==> config.mk <==
export PLATFORM = sky130hd
export DESIGN_NAME = seam_feather_pixel_blend
export DESIGN_NICKNAME = d
export VERILOG_FILES = /design/src/rtl/sfpb_pkg.sv /design/src/rtl/sfpb_mix.sv /design/src/rtl/seam_feather_pixel_blend.sv
export SDC_FILE = /design/constraint.sdc
export NUM_CORES = 2
export LEC_CHECK = 0
export ABC_AREA = 1
export BUFFER_PORTS_ARGS = -buffer_cell sky130_fd_sc_hd__buf_2
export CORE_MARGIN = 2
export CORE_UTILIZATION = 57
export CTS_CLUSTER_SIZE = 16
export DETAILED_ROUTE_END_ITERATION = 10
export GPL_TIMING_DRIVEN = 0
export PLACE_DENSITY = 0.81
export SLEW_MARGIN = 30
export SYNTH_ARGS = -nofsm -noshare
export SYNTH_HDL_FRONTEND = slang
export SYNTH_SLANG_ARGS = --single-unit
==> constraint.sdc <==
create_clock -name clk -period 8.01 [get_ports clk]
set_clock_uncertainty 0.2 [all_clocks]
set_input_delay 0.4005 -clock clk [delete_from_list [all_inputs] [get_ports clk]]
set_output_delay 0.4005 -clock clk [all_outputs]
set_load 0.02 [all_outputs]
==> src/rtl/sfpb_pkg.sv <==
// Shared types, widths and codes for the seam feather pixel blend.
`default_nettype none

package sfpb_pkg;

  // Column range of the padded panorama.
  localparam int MAX_COLUMNS = 8192;
  localparam int COL_W       = $clog2(MAX_COLUMNS);

  // Pixel channel width.
  localparam int PIX_W = 8;

  // Default feather span in columns.
  localparam int BLEND_SPAN_DEF = 200;

  // Configuration port.
  localparam int CFG_IDX_W  = 8;
  localparam int CFG_DATA_W = 13;

  localparam logic [CFG_IDX_W-1:0] REG_SEAM_COLUMN = CFG_IDX_W'(0);
  localparam logic [CFG_IDX_W-1:0] REG_DIRECTION   = CFG_IDX_W'(1);

  // Stitching direction.
  typedef enum logic {
    DIR_LEFT  = 1'b0,
    DIR_RIGHT = 1'b1
  } dir_t;

  // Stage load enables and occupancy handed to each channel mixer.
  typedef struct packed {
    logic load_sum;
    logic load_quot;
    logic load_out;
    logic sum_valid;
    logic quot_valid;
  } sfpb_ctl_t;

endpackage

`default_nettype wire

==> src/rtl/sfpb_mix.sv <==
// One color channel: weighted sum, reciprocal divide and remainder correction.
`default_nettype none

module sfpb_mix #(
  parameter int BLEND_SPAN = sfpb_pkg::BLEND_SPAN_DEF
) (
  input  wire logic                                   clk,
  input  wire logic                                   rst,
  input  wire sfpb_pkg::sfpb_ctl_t                    ctl,
  input  wire logic [$clog2(BLEND_SPAN+1)-1:0]        weight,
  input  wire logic [sfpb_pkg::PIX_W-1:0]             base,
  input  wire logic [sfpb_pkg::PIX_W-1:0]             warped,
  output logic      [sfpb_pkg::PIX_W-1:0]             result
);
  import sfpb_pkg::*;

  localparam int DIS_W = $clog2(BLEND_SPAN + 1);
  localparam int PRD_W = PIX_W + DIS_W;
  localparam int NUM_W = $clog2(255 * BLEND_SPAN + 1);
  localparam int MUL_W = 2 * NUM_W;
  localparam int RECIP = (2 ** NUM_W) / BLEND_SPAN;

  logic [PRD_W-1:0] prod_base;
  logic [PRD_W-1:0] prod_warp;
  logic [PRD_W:0]   sum_full;
  logic [NUM_W-1:0] num_sum;
  logic [MUL_W-1:0] prod_recip;
  logic [NUM_W-1:0] num_quot;
  logic [PIX_W-1:0] quot;
  logic [PRD_W-1:0] quot_span;
  logic [NUM_W-1:0] rem;
  logic [PIX_W-1:0] result_next;

  // Weighted sum: base weighted by the distance, warped by the rest of the span.
  always_comb begin
    prod_base = PRD_W'(base) * PRD_W'(weight);
    prod_warp = PRD_W'(warped) * PRD_W'(DIS_W'(BLEND_SPAN) - weight);
    sum_full  = (PRD_W + 1)'(prod_base) + (PRD_W + 1)'(prod_warp);
  end

  always_ff @(posedge clk) begin
    if (ctl.load_sum) begin
      num_sum <= NUM_W'(sum_full);
    end
  end

  // Quotient estimate by the scaled reciprocal; it is low by at most one.
  assign prod_recip = MUL_W'(num_sum) * MUL_W'(RECIP);

  always_ff @(posedge clk) begin
    if (ctl.load_quot) begin
      quot     <= prod_recip[NUM_W +: PIX_W];
      num_quot <= num_sum;
    end
  end

  // Correction: bump the quotient when the remainder reaches the span.
  always_comb begin
    quot_span   = PRD_W'(quot) * PRD_W'(BLEND_SPAN);
    rem         = num_quot - NUM_W'(quot_span);
    result_next = (rem >= NUM_W'(BLEND_SPAN)) ? quot + PIX_W'(1) : quot;
  end

  always_ff @(posedge clk) begin
    if (ctl.load_out) begin
      result <= result_next;
    end
  end

  // The weighted sum never exceeds full scale times the span.
  a_sum_range: assert property (@(posedge clk) disable iff (rst)
    ctl.sum_valid |-> (num_sum <= NUM_W'(255 * BLEND_SPAN)))
    else $error("weighted sum out of range");

  // The reciprocal estimate leaves a remainder below twice the span.
  a_rem_range: assert property (@(posedge clk) disable iff (rst)
    ctl.quot_valid |-> (rem < NUM_W'(2 * BLEND_SPAN)))
    else $error("quotient estimate off by more than one");

  // The estimate never overshoots the true quotient.
  a_no_overshoot: assert property (@(posedge clk) disable iff (rst)
    ctl.quot_valid |-> (NUM_W'(quot_span) <= num_quot))
    else $error("quotient estimate too large");

endmodule

`default_nettype wire

==> src/rtl/seam_feather_pixel_blend.sv <==
// Top level of the seam feather pixel blend: seam decision stage and pipeline control.
`default_nettype none

// Blends one RGB pixel of the warped image into the panorama at a stitching seam.
// Input channel: in_valid / in_stall with column, base and warped RGB. A request
// is taken on a rising edge with in_valid high and in_stall low.
// Output channel: out_valid / out_stall with out_red, out_green, out_blue.
// Configuration: cfg_valid / cfg_ready with cfg_index and cfg_data; index 0 is
// seam_column, index 1 is direction, other indexes are ignored. cfg_ready is
// always high. Write it only while no pixel is in flight.
// An accepted request passes four register stages in order: seam decision,
// weighted sum, reciprocal multiply, remainder correction, then out_valid. The
// block takes one pixel every cycle while out_stall is low.
// When the receiver stalls, each stage holds its pixel and empty stages keep
// filling; in_stall rises only once every stage holds a pixel. Synchronous reset
// empties the pipeline and clears seam_column and direction to zero.
module seam_feather_pixel_blend #(
  parameter int BLEND_SPAN = sfpb_pkg::BLEND_SPAN_DEF
) (
  input  wire logic                              clk,
  input  wire logic                              rst,
  // Configuration write port.
  input  wire logic                              cfg_valid,
  output logic                                   cfg_ready,
  input  wire logic [sfpb_pkg::CFG_IDX_W-1:0]    cfg_index,
  input  wire logic [sfpb_pkg::CFG_DATA_W-1:0]   cfg_data,
  // Pixel input.
  input  wire logic                              in_valid,
  output logic                                   in_stall,
  input  wire logic [sfpb_pkg::COL_W-1:0]        column,
  input  wire logic [sfpb_pkg::PIX_W-1:0]        base_red,
  input  wire logic [sfpb_pkg::PIX_W-1:0]        base_green,
  input  wire logic [sfpb_pkg::PIX_W-1:0]        base_blue,
  input  wire logic [sfpb_pkg::PIX_W-1:0]        warped_red,
  input  wire logic [sfpb_pkg::PIX_W-1:0]        warped_green,
  input  wire logic [sfpb_pkg::PIX_W-1:0]        warped_blue,
  // Blended pixel output.
  output logic                                   out_valid,
  input  wire logic                              out_stall,
  output logic [sfpb_pkg::PIX_W-1:0]             out_red,
  output logic [sfpb_pkg::PIX_W-1:0]             out_green,
  output logic [sfpb_pkg::PIX_W-1:0]             out_blue
);
  import sfpb_pkg::*;

  localparam int DIS_W = $clog2(BLEND_SPAN + 1);
  localparam int SDW   = COL_W + 1;

  logic [COL_W-1:0]            seam_column;
  dir_t                        direction;

  logic                        valid_dec;
  logic                        valid_sum;
  logic                        valid_quot;
  logic                        valid_out;
  logic                        adv_dec;
  logic                        adv_sum;
  logic                        adv_quot;
  logic                        adv_out;

  logic signed [SDW-1:0]       dis;
  logic signed [SDW-1:0]       span;
  logic                        base_on;
  logic                        warp_on;
  logic                        in_band;
  logic                        base_side;
  logic [DIS_W-1:0]            weight_next;
  logic [DIS_W-1:0]            weight;
  logic [2:0][PIX_W-1:0]       base_dec;
  logic [2:0][PIX_W-1:0]       warp_dec;
  logic [2:0][PIX_W-1:0]       mixed;
  sfpb_ctl_t                   ctl;

  // Configuration registers; every write is taken at once.
  assign cfg_ready = 1'b1;

  always_ff @(posedge clk) begin
    if (rst) begin
      seam_column <= '0;
      direction   <= DIR_LEFT;
    end else if (cfg_valid && cfg_ready) begin
      unique case (cfg_index)
        REG_SEAM_COLUMN: seam_column <= COL_W'(cfg_data);
        REG_DIRECTION:   direction   <= dir_t'(cfg_data[0]);
        default: ;
      endcase
    end
  end

  // Pipeline flow: a stage loads when it is empty or its pixel moves on.
  always_comb begin
    adv_out  = !valid_out || !out_stall;
    adv_quot = !valid_quot || adv_out;
    adv_sum  = !valid_sum || adv_quot;
    adv_dec  = !valid_dec || adv_sum;
    in_stall = !adv_dec;
  end

  always_ff @(posedge clk) begin
    if (rst) begin
      valid_dec  <= 1'b0;
      valid_sum  <= 1'b0;
      valid_quot <= 1'b0;
      valid_out  <= 1'b0;
    end else begin
      if (adv_dec) begin
        valid_dec <= in_valid;
      end
      if (adv_sum) begin
        valid_sum <= valid_dec;
      end
      if (adv_quot) begin
        valid_quot <= valid_sum;
      end
      if (adv_out) begin
        valid_out <= valid_quot;
      end
    end
  end

  // Seam decision: reduce every case to one base weight in zero to the span.
  // Weight zero passes the warped pixel, the full span passes the base pixel.
  always_comb begin
    span    = SDW'(BLEND_SPAN);
    base_on = (base_red | base_green | base_blue) != '0;
    warp_on = (warped_red | warped_green | warped_blue) != '0;
    if (direction == DIR_LEFT) begin
      dis = $signed({1'b0, column}) - $signed({1'b0, seam_column});
    end else begin
      dis = $signed({1'b0, seam_column}) - $signed({1'b0, column});
    end
    in_band = (dis > 0) && (dis < span);
    if (direction == DIR_LEFT) begin
      base_side = dis >= span;
    end else begin
      base_side = (dis == 0) || (dis >= span);
    end
    if (!base_on) begin
      weight_next = '0;
    end else if (!warp_on) begin
      weight_next = DIS_W'(BLEND_SPAN);
    end else if (in_band) begin
      weight_next = DIS_W'(dis);
    end else if (base_side) begin
      weight_next = DIS_W'(BLEND_SPAN);
    end else begin
      weight_next = '0;
    end
  end

  always_ff @(posedge clk) begin
    if (adv_dec) begin
      weight   <= weight_next;
      base_dec <= {base_blue, base_green, base_red};
      warp_dec <= {warped_blue, warped_green, warped_red};
    end
  end

  // Stage controls for the channel mixers.
  always_comb begin
    ctl.load_sum   = adv_sum;
    ctl.load_quot  = adv_quot;
    ctl.load_out   = adv_out;
    ctl.sum_valid  = valid_sum;
    ctl.quot_valid = valid_quot;
  end

  // One mixer per color channel.
  for (genvar ch = 0; ch < 3; ch++) begin : g_chan
    sfpb_mix #(
      .BLEND_SPAN(BLEND_SPAN)
    ) u_mix (
      .clk    (clk),
      .rst    (rst),
      .ctl    (ctl),
      .weight (weight),
      .base   (base_dec[ch]),
      .warped (warp_dec[ch]),
      .result (mixed[ch])
    );
  end

  assign out_valid = valid_out;
  assign out_red   = mixed[0];
  assign out_green = mixed[1];
  assign out_blue  = mixed[2];

  // The decided weight never exceeds the span.
  a_weight_range: assert property (@(posedge clk) disable iff (rst)
    valid_dec |-> (weight <= DIS_W'(BLEND_SPAN)))
    else $error("blend weight beyond span");

  // A decided pixel that cannot move on keeps its weight.
  a_dec_hold: assert property (@(posedge clk) disable iff (rst)
    valid_dec && !adv_sum |=> valid_dec && $stable(weight))
    else $error("stalled decision stage lost its pixel");

  // With the output stage empty, the pipeline never pushes back on the source.
  a_no_false_stall: assert property (@(posedge clk) disable iff (rst)
    !valid_out |-> !in_stall)
    else $error("input stalled with an empty output stage");

endmodule

`default_nettype wire

==> metrics.md <==
| Metric | Value |
|---|---|
| M1 GR Usage | `32.3%` |
| Final worst path period need | `~7.7 ns` |
| Worst path bufs/invs | `6` |
| Avg Cell Area, Syn | `8.93 um2` |
| Global route hottest layer | `met2` |
| Tcrit/Tclk final | `between 90 and 100%` |
| Grt met2 use | `44.4%` |
| Commonest non-fill, non-tap cell in the layout | `inv_1` |
| Hold Crit Start | `rst` |
| Post-Syn Nets | `4,941` |
| CP Launch Type | `register` |
| DRC Markers | `0` |
| Die W | `249 um` |
| Cell family with most CP delay | `adder cells` |
| Final Net Count | `5,149` |
| Clk pin slew, worst setup/hold paths | `0.07 ns` |
| Critical Path RT | `8.11 ns` |
| Cell mode on critical path | `fa_1` |
| Top cells by area, synth | `fa_1, ha_1, edfxtp_1` |
| Hold crit path type | `in2reg` |
| Worst Tran Pin Value | `0.948 ns` |
| GRT Residual Overflow | `0` |
| Status | `complete, no violations` |
| Asr flop ratio synth | `0%` |
| Proportion of layout cells with a drive suffix above 1 | `6.70%` |
| Vias in the first global route | `26,900` |
| Rows | `89` |
| CP peak stage delay | `about 0.58 ns` |
| Clock Sinks | `around 210` |
| Die Y | `249 um` |
| Full die area | `~0.062 mm2` |
| Biggest area consumer among synthesized cells | `fa_1` |
| Setup crit end kind | `register` |
| Top_reg_cell synth | `edfxtp_1` |
| Yosys cell types | `58` |
| Final hold violation count | `0` |
| Final Setup Violations | `0` |
| Synth Cell Area | `0.0342 mm2` |
| Wirelength, routed | `77,300 um` |
| Vias | `25,600` |
| Clk_lat worst skew | `just under 0.6 ns` |
| IO Pins | `114` |
| Starting Density | `57.9%` |
| DPL Wire Length | `between 60,000 and 70,000 um` |
| Critical path type | `reg2reg` |
| Maximum clock rate | `130 MHz` |
| Post-detailed-route wirelength per cell | `16.0 um` |
| Beginning of the critical path | `weight[0]` |
| PortBufs | `111` |
| Tightest slew margin relative to the limit | `36.8%` |
| Post-synth EDFFs | `191` |
| Initial antenna violation count | `1` |
| 1st-iter DRT viols | `about 1,700` |
| #FFs+latches synth | `roughly 210` |
| DRT antenna net count | `0` |
| CTS tree | `done` |
| Worst-path maximum fanout | `19` |
| Worst r2r src | `weight[0]` |
| Top cell type's share of synthesized area | `roughly 28%` |
| Largest net degree at the start of global routing | `54` |
| CP max-delay cell | `fa_1` |
| Core box area | `0.0591 mm2` |
| Fin Setup TNS | `0 ns` |
| DRT Pass-1 Iters | `8` |
| Final core occ | `63.3%` |
| Clock Path Buffers | `3` |
| First-pass GRT wire length | `between 100,000 and 150,000 um` |
| Detail-routed via count per cell | `5.31` |
| Post-synthesis sequential area ratio | `17.8%` |
| Area grow syn2layout | `9.47%` |
| Clk root buf | `clkbuf_16` |
| Synth Warn # | `0` |
| Final GP Congestion | `0.953` |
| # diodes | `0` |
| RSZ-0062 raised after global routing | `false` |
| Overall routing resource usage | `25.7%` |
| H-tree depth | `1` |
| Mapped Cells | `about 3,800` |
| Met3 usage | `4.33%` |
| CTS buffer count | `26` |
| Arrival time worst endpoint | `7.77 ns` |
| Most frequent cells in the layout | `inv_1, nand2_1, ha_1` |
| Slew Limit Fails | `0` |
| Max-Cap Viols | `0` |
Yosys cell counts (3+ instances only):
| cell type | count |
|---|---|
| inv_1 | 925 |
| nand2_1 | 707 |
| ha_1 | 554 |
| fa_1 | 470 |
| nor2_1 | 200 |
| edfxtp_1 | 191 |
| a21oi_1 | 139 |
| xor2_1 | 106 |
| nand3_1 | 84 |
| xnor2_1 | 64 |
| o21ai_0 | 53 |
| nand4_1 | 50 |
| clkbuf_1 | 49 |
| a211oi_1 | 18 |
| dfxtp_1 | 18 |
| nor3_1 | 14 |
| a21o_1 | 13 |
| nor4_1 | 13 |
| a31oi_1 | 11 |
| o21bai_1 | 11 |
| clkbuf_2 | 10 |
| inv_2 | 10 |
| nand2_2 | 10 |
| and2_1 | 8 |
| buf_2 | 8 |
| nand3b_1 | 8 |
| or2_2 | 8 |
| nor2_4 | 7 |
| o21ai_1 | 7 |
| buf_1 | 6 |
| buf_4 | 6 |
| nand3_2 | 6 |
| nor2_2 | 5 |
| o21ai_2 | 4 |
| o2111ai_1 | 3 |
| o21a_1 | 3 |
| or2_1 | 3 |
metrics by stage:
stage | cells | hold WS [ns] | worst slack, ns | area [um2]
3_5_place_dp | 4716 | 0.249 | -1.31 | 35800
5_1_grt | 4831 | 0.0768 | 0.0489 | 37500
3_3_place_gp | 4714 | 0.246 | -1.13 | 35700
4_1_cts | 4826 | 0.0276 | 0.0115 | 37400
2_1_floorplan | 3830 | 0.236 | 0.629 | 34200
6_report | 4831 | 0.0534 | 0.341 | 37500
sequential cells by signal, summed over array words and instances (netlist names), 8 cells and up:
name	flops
g_chan.u_mix.num_sum	48
g_chan.u_mix.quot	24
seam_column	13
g_chan.u_mix.num_quot	39
g_chan.u_mix.result	24
warp_dec	24
weight	8
base_dec	24
final cells by class:
cell class                      instances  area [um2]
Buffer                                 77         360
Sequential cell                       209        6100
Multi-Input combinational cell       2602       24300
Fill cell                            4678       21700
Inverter                              938        3530
Timing Repair Buffer                  184        1300
Clock buffer                           27         654
Clock inverter                         21         241
Tap cell                              773         967
layer usage:
| metal | vias up | part of all wire [%] | routed length [um] |
|---|---|---|---|
| met5 | - | 0.017 | 13 |
| met4 | 2 | 4.2 | 3210 |
| met3 | 216 | 7.2 | 5540 |
| met2 | 871 | 48 | 37400 |
| met1 | 12300 | 40 | 31200 |
| li1 | 12300 | - | - |
worst paths after layout:
| check | slack [ns] | to | cells after the start |
|---|---|---|---|
| setup / recovery | 0.34 | g_chan[2].u_mix.num_sum[13] | 28 |
| hold / removal | 0.05 | seam_column[5] | 2 |
| setup reg to reg | 0.34 | g_chan[2].u_mix.num_sum[13] | 28 |
| hold reg to reg | 0.26 | valid_sum | 2 |
cells by family after synthesis:
logic type                 after synthesis  synth area share [%]
and+or+nand+nor                       1134                  14.1
adders and majority gates             1024                  47.8
buffers and inverters                 1019                  11.4
other                                    1                0.0110
xor gates and xnor gates               170                  4.35
AOI/OAI and AO/OA                      273                  4.56
DFF                                    209                  17.8
what timing repair did:
| action | CTS | global route |
|---|---|---|
| gates resized for setup | 18 | 12 |
| setup endpoints to repair | 24 | 12 |
| setup buffers | 0 | 7 |
| pin swaps | 0 | 2 |
| hold buffers | 64 | 0 |
| endpoints found under the hold margin | 63 | 0 |
Power is not shown: default switching activity piles up to over one toggle a cycle in this logic, so the estimate is an artifact.
